===== config.mk =====
export PLATFORM = sky130hd
export DESIGN_NAME = gap_hysteretic_material_update_flat
export DESIGN_NICKNAME = d
export VERILOG_FILES = /design/src/rtl/core/ghmu_pkg.sv /design/src/rtl/core/ghmu_intf.sv /design/src/rtl/core/gap_hysteretic_material_update.sv /design/src/rtl/core/ghmu_mdu.sv /design/src/rtl/core/ghmu_core.sv /design/src/flat_wrapper.sv
export SDC_FILE = /design/constraint.sdc
export NUM_CORES = 2
export LEC_CHECK = 0
export BUFFER_PORTS_ARGS = -buffer_cell sky130_fd_sc_hd__buf_2
export CAP_MARGIN = 5
export CORE_ASPECT_RATIO = 2
export CORE_MARGIN = 3
export CORE_UTILIZATION = 55
export CTS_BUF_LIST = sky130_fd_sc_hd__clkbuf_4 sky130_fd_sc_hd__clkbuf_8
export CTS_CLUSTER_SIZE = 24
export DETAILED_ROUTE_END_ITERATION = 7
export PLACE_DENSITY = 0.68
export SLEW_MARGIN = 30
export SYNTH_ARGS = -nofsm -noshare
export SYNTH_HDL_FRONTEND = slang
export SYNTH_SLANG_ARGS = --single-unit

===== constraint.sdc =====
create_clock -name clk -period 27.2 [get_ports clk]
set_input_delay 2.72 -clock clk [delete_from_list [all_inputs] [get_ports clk]]
set_output_delay 2.72 -clock clk [all_outputs]
set_load 0.01 [all_outputs]

===== src/rtl/core/ghmu_pkg.sv =====
`timescale 1ns / 1ps
// ----------------------------------------------------------------------------
// ghmu_pkg: shared types and helpers for the gap material point
// Modes, sequencer states, shared multiply/divide unit command and response,
// and the Q16.16 saturation helpers.
// ----------------------------------------------------------------------------
package ghmu_pkg;

	localparam int unsigned FRAC      = 16;
	localparam int unsigned ACC_W     = 82;   // widest product: 49 x 33 bits
	localparam int unsigned OPND_W    = 49;   // multiplicand or divisor
	localparam int unsigned SH_W      = 48;   // multiplier (top bits) or dividend
	localparam int unsigned MPLIER_W  = 33;
	localparam int unsigned MUL_STEPS = 33;
	localparam int unsigned DIV_STEPS = 48;
	localparam int unsigned CNT_W     = 6;

	localparam logic [31:0] STIFF_RST = 32'h0001_0000;
	localparam logic [31:0] POS_MAX   = 32'h7FFF_FFFF;
	localparam logic [31:0] NEG_MAX   = 32'h8000_0000;

	typedef enum logic [1:0] {
		MODE_TRIAL      = 2'd0,
		MODE_COMMIT     = 2'd1,
		MODE_REV_COMMIT = 2'd2,
		MODE_REV_START  = 2'd3
	} mode_t;

	typedef enum logic [2:0] {
		S_IDLE,
		S_DISPATCH,
		S_LD_MUL,
		S_SQ,
		S_PC_MUL,
		S_TAN_MUL,
		S_DIV,
		S_FIN
	} state_t;

	typedef enum logic {
		OP_MUL,
		OP_DIV
	} op_t;

	typedef enum logic {
		REG_STIFFNESS = 1'b0,
		REG_GAP       = 1'b1
	} reg_idx_t;

	typedef struct packed {
		logic [31:0] stiffness;
		logic [31:0] gap;
	} cfg_t;

	typedef struct packed {
		logic              start;
		op_t               op;
		logic [OPND_W-1:0] a;
		logic [SH_W-1:0]   b;
	} mdu_cmd_t;

	typedef struct packed {
		logic             done;
		logic [ACC_W-1:0] res;
	} mdu_rsp_t;

	typedef struct packed {
		logic        valid;
		logic [31:0] stress;
		logic [31:0] tangent;
		logic [31:0] strain;
		logic        saturated;
	} result_t;

	typedef struct packed {
		logic [31:0] val;
		logic        clip;
	} sat_t;

	// magnitude plus sign to signed 32 bits, clipped at the signed limits
	function automatic sat_t sat_mag(input logic [ACC_W-FRAC-1:0] mag, input logic neg);
		sat_t                  r;
		logic [ACC_W-FRAC-1:0] lim;
		logic [31:0]           m;
		lim = neg ? (ACC_W-FRAC)'(NEG_MAX) : (ACC_W-FRAC)'(POS_MAX);
		if (mag > lim) begin
			m      = lim[31:0];
			r.clip = 1'b1;
		end else begin
			m      = mag[31:0];
			r.clip = 1'b0;
		end
		r.val = neg ? 32'(-m) : m;
		return r;
	endfunction

	function automatic sat_t sat33(input logic signed [32:0] v);
		sat_t r;
		if (v[32] != v[31]) begin
			r.clip = 1'b1;
			r.val  = v[32] ? NEG_MAX : POS_MAX;
		end else begin
			r.clip = 1'b0;
			r.val  = v[31:0];
		end
		return r;
	endfunction

endpackage


===== src/rtl/core/ghmu_intf.sv =====
`timescale 1ns / 1ps
// ----------------------------------------------------------------------------
// ghmu channel interfaces
// Valid/ready channels for input words, result words and register writes.
// ----------------------------------------------------------------------------
interface ghmu_in_if;
	logic               valid;
	logic               ready;
	logic [1:0]         mode;
	logic signed [31:0] strain;
	modport source (output valid, mode, strain, input ready);
	modport sink   (input valid, mode, strain, output ready);
endinterface

interface ghmu_out_if;
	logic               valid;
	logic               ready;
	logic signed [31:0] stress;
	logic signed [31:0] tangent;
	logic signed [31:0] current_strain;
	logic               saturated;
	modport source (output valid, stress, tangent, current_strain, saturated, input ready);
	modport sink   (input valid, stress, tangent, current_strain, saturated, output ready);
endinterface

interface ghmu_cfg_if;
	logic        valid;
	logic        ready;
	logic        reg_idx;
	logic [31:0] wdata;
	modport source (output valid, reg_idx, wdata, input ready);
	modport sink   (input valid, reg_idx, wdata, output ready);
endinterface


===== src/rtl/core/gap_hysteretic_material_update.sv =====
`timescale 1ns / 1ps
// Accept to result valid: a loading trial runs one multiply, an unloading trial
// three (square, product, tangent), an origin commit one divide, a coefficient
// commit a square and a divide; reverts and trials in the gap use no unit. One word
// at a time; the next is taken once the sequencer is idle, and all arithmetic runs
// on the shared 82-bit unit.
// Reset clears the material state and gap to zero, stiffness to 1.0; the result data is not reset.
// ----------------------------------------------------------------------------
// gap_hysteretic_material_update: uniaxial gap material point, Q16.16
// Configuration registers, material core with shared multiply/divide unit,
// and the result output register.
// ----------------------------------------------------------------------------
module gap_hysteretic_material_update (
	input  logic      clk,
	input  logic      arst_n,
	ghmu_cfg_if.sink  cfg,
	ghmu_in_if.sink   item_in,
	ghmu_out_if.source result_out
);
	import ghmu_pkg::*;

	cfg_t     cfg_q;
	mdu_cmd_t mdu_cmd;
	mdu_rsp_t mdu_rsp;
	result_t  result;
	logic     out_free;
	logic     out_valid_q;

	assign cfg.ready = 1'b1;

	always_ff @(posedge clk or negedge arst_n) begin
		if (!arst_n) begin
			cfg_q.stiffness <= STIFF_RST;
			cfg_q.gap       <= '0;
		end else if (cfg.valid) begin
			unique case (reg_idx_t'(cfg.reg_idx))
				REG_STIFFNESS: cfg_q.stiffness <= cfg.wdata;
				REG_GAP:       cfg_q.gap       <= cfg.wdata;
			endcase
		end
	end

	ghmu_core u_core (
		.clk       (clk),
		.arst_n    (arst_n),
		.cfg       (cfg_q),
		.in_valid  (item_in.valid),
		.in_ready  (item_in.ready),
		.in_mode   (item_in.mode),
		.in_strain (item_in.strain),
		.mdu_cmd   (mdu_cmd),
		.mdu_rsp   (mdu_rsp),
		.out_free  (out_free),
		.result    (result)
	);

	ghmu_mdu u_mdu (
		.clk    (clk),
		.arst_n (arst_n),
		.cmd    (mdu_cmd),
		.rsp    (mdu_rsp)
	);

	assign out_free = !out_valid_q || result_out.ready;

	always_ff @(posedge clk or negedge arst_n) begin
		if (!arst_n) begin
			out_valid_q <= 1'b0;
		end else if (result.valid && out_free) begin
			out_valid_q <= 1'b1;
		end else if (result_out.ready) begin
			out_valid_q <= 1'b0;
		end
	end

	// hold the result word until taken
	always_ff @(posedge clk) begin
		if (result.valid && out_free) begin
			result_out.stress         <= result.stress;
			result_out.tangent        <= result.tangent;
			result_out.current_strain <= result.strain;
			result_out.saturated      <= result.saturated;
		end
	end

	assign result_out.valid = out_valid_q;

	a_load_shows: assert property (@(posedge clk) disable iff (!arst_n)
		result.valid && out_free |=> result_out.valid && !result.valid)
		else $error("finished word not moved to the output register");

endmodule


===== src/rtl/core/ghmu_mdu.sv =====
`timescale 1ns / 1ps
// ----------------------------------------------------------------------------
// ghmu_mdu: shared iterative multiply/divide unit
// One 83-bit adder: shift-add multiply (one multiplier bit a cycle) or
// restoring divide (one quotient bit a cycle). Done pulses one cycle.
// ----------------------------------------------------------------------------
module ghmu_mdu (
	input  logic              clk,
	input  logic              arst_n,
	input  ghmu_pkg::mdu_cmd_t cmd,
	output ghmu_pkg::mdu_rsp_t rsp
);
	import ghmu_pkg::*;

	logic              busy_q;
	logic              done_q;
	op_t               op_q;
	logic [CNT_W-1:0]  cnt_q;
	logic [ACC_W-1:0]  acc_q;
	logic [SH_W-1:0]   sh_q;
	logic [OPND_W-1:0] opnd_q;

	logic [ACC_W:0]    add_x;
	logic [ACC_W:0]    add_y;
	logic              add_cin;
	logic [ACC_W:0]    sum;
	logic [OPND_W-1:0] part;
	logic              qbit;
	logic [OPND_W-1:0] rem_n;

	always_comb begin
		// partial remainder with the next dividend bit shifted in
		part = {acc_q[OPND_W-2:0], sh_q[SH_W-1]};
		if (op_q == OP_MUL) begin
			add_x   = {1'b0, acc_q[ACC_W-2:0], 1'b0};
			add_y   = sh_q[SH_W-1] ? (ACC_W+1)'(opnd_q) : '0;
			add_cin = 1'b0;
		end else begin
			add_x   = (ACC_W+1)'(part);
			add_y   = ~((ACC_W+1)'(opnd_q));
			add_cin = 1'b1;
		end
		sum   = add_x + add_y + (ACC_W+1)'(add_cin);
		qbit  = ~sum[ACC_W];
		rem_n = qbit ? sum[OPND_W-1:0] : part;
	end

	always_ff @(posedge clk or negedge arst_n) begin
		if (!arst_n) begin
			busy_q <= 1'b0;
			done_q <= 1'b0;
			op_q   <= OP_MUL;
			cnt_q  <= '0;
		end else begin
			done_q <= 1'b0;
			if (cmd.start) begin
				busy_q <= 1'b1;
				op_q   <= cmd.op;
				cnt_q  <= (cmd.op == OP_MUL) ? CNT_W'(MUL_STEPS) : CNT_W'(DIV_STEPS);
			end else if (busy_q) begin
				cnt_q <= cnt_q - CNT_W'(1);
				if (cnt_q == CNT_W'(1)) begin
					busy_q <= 1'b0;
					done_q <= 1'b1;
				end
			end
		end
	end

	always_ff @(posedge clk) begin
		if (cmd.start) begin
			acc_q  <= '0;
			opnd_q <= cmd.a;
			sh_q   <= (cmd.op == OP_MUL) ? {cmd.b[MPLIER_W-1:0], (SH_W-MPLIER_W)'(0)} : cmd.b;
		end else if (busy_q) begin
			if (op_q == OP_MUL) begin
				acc_q <= sum[ACC_W-1:0];
				sh_q  <= {sh_q[SH_W-2:0], 1'b0};
			end else begin
				acc_q <= ACC_W'(rem_n);
				sh_q  <= {sh_q[SH_W-2:0], qbit};
			end
		end
	end

	assign rsp.done = done_q;
	assign rsp.res  = (op_q == OP_MUL) ? acc_q : ACC_W'(sh_q);

	a_start_idle: assert property (@(posedge clk) disable iff (!arst_n)
		cmd.start |-> !busy_q)
		else $error("mdu started while busy");
	a_done_after_last: assert property (@(posedge clk) disable iff (!arst_n)
		busy_q && !cmd.start && cnt_q == CNT_W'(1) |=> rsp.done && !busy_q)
		else $error("mdu did not finish after last step");

endmodule


===== src/rtl/core/ghmu_core.sv =====
`timescale 1ns / 1ps
// ----------------------------------------------------------------------------
// ghmu_core: material state and sequencer
// Holds the committed and trial state, decides the branch of each word and
// drives the shared multiply/divide unit through squares, products, quotients.
// ----------------------------------------------------------------------------
module ghmu_core (
	input  logic                clk,
	input  logic                arst_n,
	input  ghmu_pkg::cfg_t      cfg,
	input  logic                in_valid,
	output logic                in_ready,
	input  logic [1:0]          in_mode,
	input  logic signed [31:0]  in_strain,
	output ghmu_pkg::mdu_cmd_t  mdu_cmd,
	input  ghmu_pkg::mdu_rsp_t  mdu_rsp,
	input  logic                out_free,
	output ghmu_pkg::result_t   result
);
	import ghmu_pkg::*;

	state_t             state_q, state_d;
	mode_t              mode_q;
	logic               flag_q;
	logic signed [31:0] ts_q, cs_q, stress_q, tangent_q, origin_q, pc_q;

	logic signed [31:0] gap;
	logic signed [32:0] d, dorg;
	logic [32:0]        d_mag, dorg_mag;
	logic [31:0]        pc_mag, stress_mag;
	logic [32:0]        pc2_mag;
	logic [SH_W-1:0]    dividend;
	logic [SH_W-1:0]    sq;
	logic               gap_neg, gap_pos;
	logic               ts_gt_gap, ts_lt_gap, ts_gt_cs, ts_lt_cs;
	logic               t_past, t_load, t_unload, c_past, move_org;
	logic               mul_neg;
	logic [31:0]        div_ext;
	sat_t               mul_sat, div_sat, org_div, org_ext;

	always_comb begin
		gap        = $signed(cfg.gap);
		d          = $signed({ts_q[31], ts_q}) - $signed({gap[31], gap});
		dorg       = $signed({ts_q[31], ts_q}) - $signed({origin_q[31], origin_q});
		d_mag      = d[32] ? 33'(-d) : 33'(d);
		dorg_mag   = dorg[32] ? 33'(-dorg) : 33'(dorg);
		pc_mag     = pc_q[31] ? 32'(-pc_q) : 32'(pc_q);
		pc2_mag    = {pc_mag, 1'b0};
		stress_mag = stress_q[31] ? 32'(-stress_q) : 32'(stress_q);
		dividend   = {stress_mag, FRAC'(0)};
		sq         = mdu_rsp.res[SH_W+FRAC-1:FRAC];

		gap_neg   = gap[31];
		gap_pos   = !gap_neg && (gap != 32'sd0);
		ts_gt_gap = ts_q > gap;
		ts_lt_gap = ts_q < gap;
		ts_gt_cs  = ts_q > cs_q;
		ts_lt_cs  = ts_q < cs_q;
		t_past    = gap_neg ? ts_lt_gap : ts_gt_gap;
		t_load    = gap_neg ? ts_lt_cs : ts_gt_cs;
		t_unload  = gap_neg ? ts_gt_cs : ts_lt_cs;
		c_past    = (gap_pos && ts_gt_gap) || (gap_neg && ts_lt_gap);
		// tension and compression sides both move the origin on unloading
		move_org  = gap_pos ? ts_lt_cs : ts_gt_cs;

		unique case (state_q)
			S_LD_MUL: mul_neg = dorg[32];
			S_PC_MUL: mul_neg = pc_q[31];
			default:  mul_neg = pc_q[31] ^ d[32];
		endcase
		mul_sat = sat_mag(mdu_rsp.res[ACC_W-1:FRAC], mul_neg);
		div_sat = sat_mag((ACC_W-FRAC)'(mdu_rsp.res[SH_W-1:0]), stress_q[31]);
		div_ext = stress_q[31] ? NEG_MAX : POS_MAX;
		org_div = sat33($signed({ts_q[31], ts_q}) - $signed({div_sat.val[31], div_sat.val}));
		org_ext = sat33($signed({ts_q[31], ts_q}) - $signed({div_ext[31], div_ext}));
	end

	always_ff @(posedge clk or negedge arst_n) begin
		if (!arst_n) begin
			state_q <= S_IDLE;
		end else begin
			state_q <= state_d;
		end
	end

	always_comb begin
		state_d       = state_q;
		mdu_cmd.start = 1'b0;
		mdu_cmd.op    = OP_MUL;
		mdu_cmd.a     = '0;
		mdu_cmd.b     = '0;
		in_ready      = (state_q == S_IDLE);
		unique case (state_q)
			S_IDLE: begin
				if (in_valid) state_d = S_DISPATCH;
			end
			S_DISPATCH: begin
				state_d = S_FIN;
				unique case (mode_q)
					MODE_TRIAL: begin
						if (t_past && t_load) begin
							mdu_cmd.start = 1'b1;
							mdu_cmd.a     = OPND_W'(cfg.stiffness);
							mdu_cmd.b     = SH_W'(dorg_mag);
							state_d       = S_LD_MUL;
						end else if (t_past && t_unload) begin
							mdu_cmd.start = 1'b1;
							mdu_cmd.a     = OPND_W'(d_mag);
							mdu_cmd.b     = SH_W'(d_mag);
							state_d       = S_SQ;
						end
					end
					MODE_COMMIT: begin
						if (c_past && move_org) begin
							if (stress_q != 32'sd0 && cfg.stiffness != 32'd0) begin
								mdu_cmd.start = 1'b1;
								mdu_cmd.op    = OP_DIV;
								mdu_cmd.a     = OPND_W'(cfg.stiffness);
								mdu_cmd.b     = dividend;
								state_d       = S_DIV;
							end
						end else if (c_past) begin
							mdu_cmd.start = 1'b1;
							mdu_cmd.a     = OPND_W'(d_mag);
							mdu_cmd.b     = SH_W'(d_mag);
							state_d       = S_SQ;
						end
					end
					MODE_REV_COMMIT, MODE_REV_START: begin
						state_d = S_FIN;
					end
				endcase
			end
			S_LD_MUL, S_TAN_MUL, S_DIV: begin
				if (mdu_rsp.done) state_d = S_FIN;
			end
			S_SQ: begin
				if (mdu_rsp.done) begin
					if (mode_q == MODE_TRIAL) begin
						mdu_cmd.start = 1'b1;
						mdu_cmd.a     = OPND_W'(sq);
						mdu_cmd.b     = SH_W'(pc_mag);
						state_d       = S_PC_MUL;
					end else if (stress_q != 32'sd0 && sq != '0) begin
						mdu_cmd.start = 1'b1;
						mdu_cmd.op    = OP_DIV;
						mdu_cmd.a     = OPND_W'(sq);
						mdu_cmd.b     = dividend;
						state_d       = S_DIV;
					end else begin
						state_d = S_FIN;
					end
				end
			end
			S_PC_MUL: begin
				if (mdu_rsp.done) begin
					mdu_cmd.start = 1'b1;
					mdu_cmd.a     = OPND_W'(pc2_mag);
					mdu_cmd.b     = SH_W'(d_mag);
					state_d       = S_TAN_MUL;
				end
			end
			S_FIN: begin
				if (out_free) state_d = S_IDLE;
			end
		endcase
	end

	always_ff @(posedge clk or negedge arst_n) begin
		if (!arst_n) begin
			mode_q    <= MODE_TRIAL;
			flag_q    <= 1'b0;
			ts_q      <= '0;
			cs_q      <= '0;
			stress_q  <= '0;
			tangent_q <= '0;
			origin_q  <= '0;
			pc_q      <= '0;
		end else begin
			unique case (state_q)
				S_IDLE: begin
					if (in_valid) begin
						mode_q <= mode_t'(in_mode);
						flag_q <= 1'b0;
						if (mode_t'(in_mode) == MODE_TRIAL) ts_q <= in_strain;
					end
				end
				S_DISPATCH: begin
					unique case (mode_q)
						MODE_TRIAL: begin
							if (t_past && t_load) begin
								tangent_q <= cfg.stiffness[31] ? POS_MAX : cfg.stiffness;
								flag_q    <= cfg.stiffness[31];
							end else if (!(t_past && t_unload)) begin
								stress_q  <= '0;
								tangent_q <= '0;
							end
						end
						MODE_COMMIT: begin
							if (c_past && move_org) begin
								if (stress_q == 32'sd0) begin
									origin_q <= ts_q;
								end else if (cfg.stiffness == 32'd0) begin
									origin_q <= org_ext.val;
									flag_q   <= 1'b1;
								end
							end
						end
						MODE_REV_COMMIT: ts_q <= cs_q;
						MODE_REV_START: begin
							cs_q     <= '0;
							ts_q     <= '0;
							origin_q <= gap;
						end
					endcase
				end
				S_LD_MUL, S_PC_MUL: begin
					if (mdu_rsp.done) begin
						stress_q <= mul_sat.val;
						flag_q   <= flag_q | mul_sat.clip;
					end
				end
				S_TAN_MUL: begin
					if (mdu_rsp.done) begin
						tangent_q <= mul_sat.val;
						flag_q    <= flag_q | mul_sat.clip;
					end
				end
				S_SQ: begin
					// commit with a zero numerator or a square that truncates to zero
					if (mdu_rsp.done && mode_q == MODE_COMMIT) begin
						if (stress_q == 32'sd0) begin
							pc_q <= '0;
						end else if (sq == '0) begin
							pc_q   <= div_ext;
							flag_q <= 1'b1;
						end
					end
				end
				S_DIV: begin
					if (mdu_rsp.done) begin
						if (c_past && move_org) begin
							origin_q <= org_div.val;
							flag_q   <= flag_q | div_sat.clip | org_div.clip;
						end else begin
							pc_q   <= div_sat.val;
							flag_q <= flag_q | div_sat.clip;
						end
					end
				end
				S_FIN: begin
					// committed strain moves last: the branch tests above read the old one
					if (out_free && mode_q == MODE_COMMIT) cs_q <= ts_q;
				end
			endcase
		end
	end

	assign result.valid     = (state_q == S_FIN);
	assign result.stress    = stress_q;
	assign result.tangent   = tangent_q;
	assign result.strain    = ts_q;
	assign result.saturated = flag_q;

	a_accept_dispatch: assert property (@(posedge clk) disable iff (!arst_n)
		state_q == S_IDLE && in_valid |=> state_q == S_DISPATCH)
		else $error("accepted word not dispatched");
	a_done_in_run: assert property (@(posedge clk) disable iff (!arst_n)
		mdu_rsp.done |-> (state_q == S_LD_MUL || state_q == S_SQ || state_q == S_PC_MUL ||
			state_q == S_TAN_MUL || state_q == S_DIV))
		else $error("mdu result arrived outside a run state");
	a_fin_hold: assert property (@(posedge clk) disable iff (!arst_n)
		state_q == S_FIN && !out_free |=> state_q == S_FIN && $stable(result))
		else $error("finished word changed before output register was free");

endmodule


===== src/flat_wrapper.sv =====
// flat-port wrapper written by rule: the top's interface ports become plain ports
module gap_hysteretic_material_update_flat import ghmu_pkg::*;
  (clk, arst_n, cfg_valid, cfg_reg_idx, cfg_wdata, cfg_ready, item_in_valid, item_in_mode, item_in_strain, item_in_ready, result_out_valid, result_out_stress, result_out_tangent, result_out_current_strain, result_out_saturated, result_out_ready);
  ghmu_cfg_if cfg_i ();
  ghmu_in_if item_in_i ();
  ghmu_out_if result_out_i ();
  input  logic clk;
  input  logic arst_n;
  input wire logic [$bits(cfg_i.valid)-1:0] cfg_valid;
  input wire logic [$bits(cfg_i.reg_idx)-1:0] cfg_reg_idx;
  input wire logic [$bits(cfg_i.wdata)-1:0] cfg_wdata;
  output wire logic [$bits(cfg_i.ready)-1:0] cfg_ready;
  input wire logic [$bits(item_in_i.valid)-1:0] item_in_valid;
  input wire logic [$bits(item_in_i.mode)-1:0] item_in_mode;
  input wire logic [$bits(item_in_i.strain)-1:0] item_in_strain;
  output wire logic [$bits(item_in_i.ready)-1:0] item_in_ready;
  output wire logic [$bits(result_out_i.valid)-1:0] result_out_valid;
  output wire logic [$bits(result_out_i.stress)-1:0] result_out_stress;
  output wire logic [$bits(result_out_i.tangent)-1:0] result_out_tangent;
  output wire logic [$bits(result_out_i.current_strain)-1:0] result_out_current_strain;
  output wire logic [$bits(result_out_i.saturated)-1:0] result_out_saturated;
  input wire logic [$bits(result_out_i.ready)-1:0] result_out_ready;
  assign cfg_i.valid = cfg_valid;
  assign cfg_i.reg_idx = cfg_reg_idx;
  assign cfg_i.wdata = cfg_wdata;
  assign cfg_ready = cfg_i.ready;
  assign item_in_i.valid = item_in_valid;
  assign item_in_i.mode = item_in_mode;
  assign item_in_i.strain = item_in_strain;
  assign item_in_ready = item_in_i.ready;
  assign result_out_valid = result_out_i.valid;
  assign result_out_stress = result_out_i.stress;
  assign result_out_tangent = result_out_i.tangent;
  assign result_out_current_strain = result_out_i.current_strain;
  assign result_out_saturated = result_out_i.saturated;
  assign result_out_i.ready = result_out_ready;
  gap_hysteretic_material_update u_core (.clk(clk), .arst_n(arst_n), .cfg(cfg_i), .item_in(item_in_i), .result_out(result_out_i));
endmodule

==> summary by stage <==
Status
The run finished, with violations left. The checks that failed: DRC.

Clocking
Buffers inserted to repair hold after CTS numbered 0. TritonCTS created 82 clock buffers. The number of H-tree levels is 3. TritonCTS built the clock tree.

The post-CTS setup repair buffer count is 0. Counting every sink on the clock net gives 547. The clock passes through at most 3 buffers. The tree is rooted in a sky130_fd_sc_hd__clkbuf_8.

After clock tree synthesis, the repair step resized 0 gates. Clock-pin slew was measured on the worst setup and hold paths at 0.07 ns. For the worst-skew pair, the clock arrives at the later sink with an insertion delay of 0.84 ns.

Synthesis
Counting every net in the synthesized netlist gives 5603. The area fraction of the dominant cell type after synthesis is 0.154. After synthesis, the most frequently instantiated cells are sky130_fd_sc_hd__nand2_1, sky130_fd_sc_hd__nor2_1, sky130_fd_sc_hd__o21ai_0, sky130_fd_sc_hd__a21oi_1, sky130_fd_sc_hd__ha_1. For this run, the register share of the synthesized area comes to 0.323. The number of instances in the synthesized netlist is 5249. Yosys mapped a number of flops with a built-in enable equal to 193. The share of flip-flops with an asynchronous set or reset is 0.497. The post-synth design cell area is 0.0441 sq mm. For this run, the number of Yosys warnings is 0.

The number of different library cells in the post-synthesis netlist is 100. The post-synthesis cell type with the largest combined area is sky130_fd_sc_hd__dfrtp_1. Sorting the synthesized cells by area gives the leading types as sky130_fd_sc_hd__dfrtp_1, sky130_fd_sc_hd__edfxtp_1, sky130_fd_sc_hd__ha_1, sky130_fd_sc_hd__nand2_1, sky130_fd_sc_hd__o21ai_0. Counting flops and latches in the post-synthesis netlist gives 547.

The most used flip-flop cell after synthesis is sky130_fd_sc_hd__dfrtp_1. The dominant cell by count in the synthesized netlist is sky130_fd_sc_hd__nand2_1. The post-synthesis average cell area is 8.39 sq um.

Floorplanning
The floorplan step set the die height to 406 um. The width of the chip is 206 um. Row generation in the floorplan step produced 146 rows. The total I/O pin count is 172.

The core area is 0.0793 sq mm. The area of the die is 0.0837 sq mm. The starting density of the core is 0.556.

Setup path
The element type at the critical path start is a register. The highest fanout seen on the critical path is 55. The required time of the worst setup path is 27.91 ns.

STA classifies the critical path endpoint as a register. Data arrives at the worst endpoint at 11.80 ns. The path type of the worst setup path is register to register. The largest stage delay on the critical path is 0.66 ns. The worst-path cell with the longest stage delay is sky130_fd_sc_hd__a221oi_1.

Timing
At the pin with the least slew margin, the transition time is 1.15 ns. The final cycle utilization of the critical path is 0.408. The number of endpoints with negative hold slack in the final report is 0.

The final-report setup violation count is 0. For this run, the top clock speed supported by timing is 0.0901 GHz. The post-layout minimum cycle time is 11.09 ns. Between clock sinks in the finished design, the worst skew comes to 0.0636 ns. In this run the tightest slew margin relative to its limit is 0.230. The final setup TNS is 0 ns. Setup repair after global routing left no endpoint under its margin. The hold slack is 0.449 ns.

The final-report max-slew violation count is 0.

Pwr
The maximum vdd ir drop is 0.0000481 V. The combinational group share of total power is 0.235. Of the total power, the share spent switching nets is 0.359. The internal power of the cells totals 0.00139 W. The proportion of power drawn by the clock network is 0.346. The static leakage is 19.7 nW. Power comes to 0.00217 W. The share of total power in sequential cells is 0.419. Summed over all nets, the switching power comes to 0.000781 W. The power density over the cells is 45.2 mW/mm^2.

Global route
For this run, the total global-route usage over all layers was measured as 0.497. The global-route wire length before repair is 303000 um. Entering global routing, the biggest net connects 124 pins.

Global routing finished with a remaining overflow of 0. The number of global-route vias before repair is 44600. The number of antenna violations at the first check in global routing is 12.

Final layout
Across the whole layout, storage elements account for 0.0143 sq mm. The multi-input combinational cells in the finished layout cover a total of 0.0282 sq mm. The finished layout holds 6438 standard cells, fillers aside. The area growth from synthesis to layout is 9.23%. For this run, the share of the core covered by cells in the final layout is 0.607. The number of fill cells in the layout is 7205. The count of nets after finishing is 5675. In the final layout, the share of cells above drive strength 1 is 0.130.

Routing
The iteration count of the initial detailed-routing pass is 8. The detailed-route via count is 45800. The DRC violation count after routing is 4. The per-cell via count in the routed design is 7.11. Dividing the detail-routed wire length by the instance count gives 32.5 um.

The overall routed net length is 209000 um. Once detail routing completed, the nets flagged for antenna violations numbered 0. The number of DRC markers after the initial detailed-route iteration is 5443.

Place
The final weighted congestion of routability-driven global placement is 1.13. The number of port buffers is 170. Once detailed placement completed, the half-perimeter wirelength came to 160000 um. In this run, placement finished with an instance count of 6271.

Min path
The tightest min-delay check is of the register to register type.

Job
Max-cap violations in this run came to 0.
power by group through the flow:
stage	logic (W)	clock network, W	registers [W]
6_report	0.000511	0.000751	0.000911
5_1_grt	0.000532	0.000790	0.000906
4_1_cts	0.000485	0.000751	0.000904
3_5_place_dp	0.000482	0	0.000921
3_3_place_gp	0.000479	0	0.000920
2_1_floorplan	0.000305	0	0.000894
worst max-delay path, delay by kind of cell (launching register included):
family	cells	cell delay, ns
flip-flops	1	0.41
AND/OR/NAND/NOR	8	2.79
AO/OA/AOI/OAI	20	4.41
adder cells (fa/ha/maj)	4	1.43
buffers and inverters	8	1.88
stage by stage:
stage | setup WS (ns) | area (sq um)
after global placement | 16.36 | 46100
after detailed placement | 16.15 | 46200
after global routing | 15.45 | 48100
after floorplan | 17.32 | 44100
after CTS | 16.08 | 47900
final | 16.11 | 48100
placed cells by master, fill, tap and decap left out, types with 61 or more instances in the layout:
cell type,synthesis,final
sky130_fd_sc_hd__dfxtp_1,82,82
sky130_fd_sc_hd__buf_4,7,104
sky130_fd_sc_hd__inv_1,217,215
sky130_fd_sc_hd__clkbuf_8,0,97
sky130_fd_sc_hd__nor3_1,102,96
sky130_fd_sc_hd__ha_1,276,276
sky130_fd_sc_hd__nand2_1,543,540
sky130_fd_sc_hd__a21o_1,137,136
sky130_fd_sc_hd__dfrtp_1,271,268
sky130_fd_sc_hd__a21oi_1,379,372
sky130_fd_sc_hd__edfxtp_1,193,193
sky130_fd_sc_hd__and2_1,71,70
sky130_fd_sc_hd__xor2_1,138,136
sky130_fd_sc_hd__buf_2,4,169
sky130_fd_sc_hd__nor2_1,407,397
sky130_fd_sc_hd__a31oi_1,117,116
sky130_fd_sc_hd__xnor2_1,159,155
sky130_fd_sc_hd__nand3_1,155,154
sky130_fd_sc_hd__mux2_2,131,131
sky130_fd_sc_hd__o211ai_1,88,88
sky130_fd_sc_hd__o21ai_0,405,398
sky130_fd_sc_hd__o21a_1,78,78
sky130_fd_sc_hd__mux2i_1,64,61
layout make-up:
| class | count | area share |
|---|---|---|
| antenna | 14 | 0.000728 |
| clock buffer | 116 | 0.0307 |
| clock inverter | 35 | 0.00528 |
| inverter | 220 | 0.0172 |
| multi-input combinational | 4188 | 0.586 |
| sequential | 547 | 0.296 |
| tap | 1036 | 0.0269 |
| timing repair buffer | 282 | 0.0373 |
kinds of logic after synthesis:
logic type | count (synthesis) | share of synthesized area
AO/OA/AOI/OAI | 1736 | 0.260
AND/OR/NAND/NOR | 1658 | 0.179
flip-flops | 547 | 0.323
buffers and inverters | 514 | 0.0449
adder cells (fa/ha/maj) | 301 | 0.0854
XOR/XNOR | 297 | 0.0590
multiplexers | 195 | 0.0480
other | 1 | 0.0000851
state kept, by name (all words and copies together) (netlist names), 2 cells and up:
signal / count
u_core.u_core.origin_q: 32
u_core.u_core.mode_q: 2
u_core.result_out.tangent: 32
u_core.u_core.tangent_q: 32
u_core.u_core.stress_q: 32
u_core.u_mdu.sh_q: 48
u_core.cfg_q: 64
u_core.u_core.cs_q: 32
u_core.result_out.stress: 32
u_core.u_core.state_q: 3
u_core.u_mdu.cnt_q: 6
u_core.result_out.current_strain: 32
u_core.u_mdu.opnd_q: 48
u_core.u_core.ts_q: 32
u_core.u_core.pc_q: 32
u_core.u_mdu.acc_q: 82
worst paths after layout:
kind	cells past startpoint	end	startpoint	slack, ns
worst max-delay path	40	u_core.u_core.tangent_q[30]$_DFFE_PN0P_	u_core.u_core.ts_q[0]$_DFFE_PN0P_	16.11
worst min-delay path	0	u_core.result_out.tangent[21]$_DFFE_PP_	u_core.u_core.tangent_q[21]$_DFFE_PN0P_	0.45
worst max register to register	40	u_core.u_core.tangent_q[30]$_DFFE_PN0P_	u_core.u_core.ts_q[0]$_DFFE_PN0P_	16.11
worst min register to register	0	u_core.result_out.tangent[21]$_DFFE_PP_	u_core.u_core.tangent_q[21]$_DFFE_PN0P_	0.45
max in group asynchronous	2	u_core.u_mdu.busy_q$_DFF_PN0_	arst_n	23.88
min in group asynchronous	1	u_core.u_core.tangent_q[29]$_DFFE_PN0P_	arst_n	1.93
routing by layer:
| layer | vias up | routed length [um] | track usage |
|---|---|---|---|
| li1 | 19700 | - | - |
| met1 | 21900 | 62500 | 0.466 |
| met2 | 2881 | 97400 | 0.808 |
| met3 | 1375 | 17600 | 0.147 |
| met4 | 0 | 31900 | 0.552 |
| met5 | - | 0 | 0.000605 |
No activity file was read; power rests on OpenSTA's default activity.
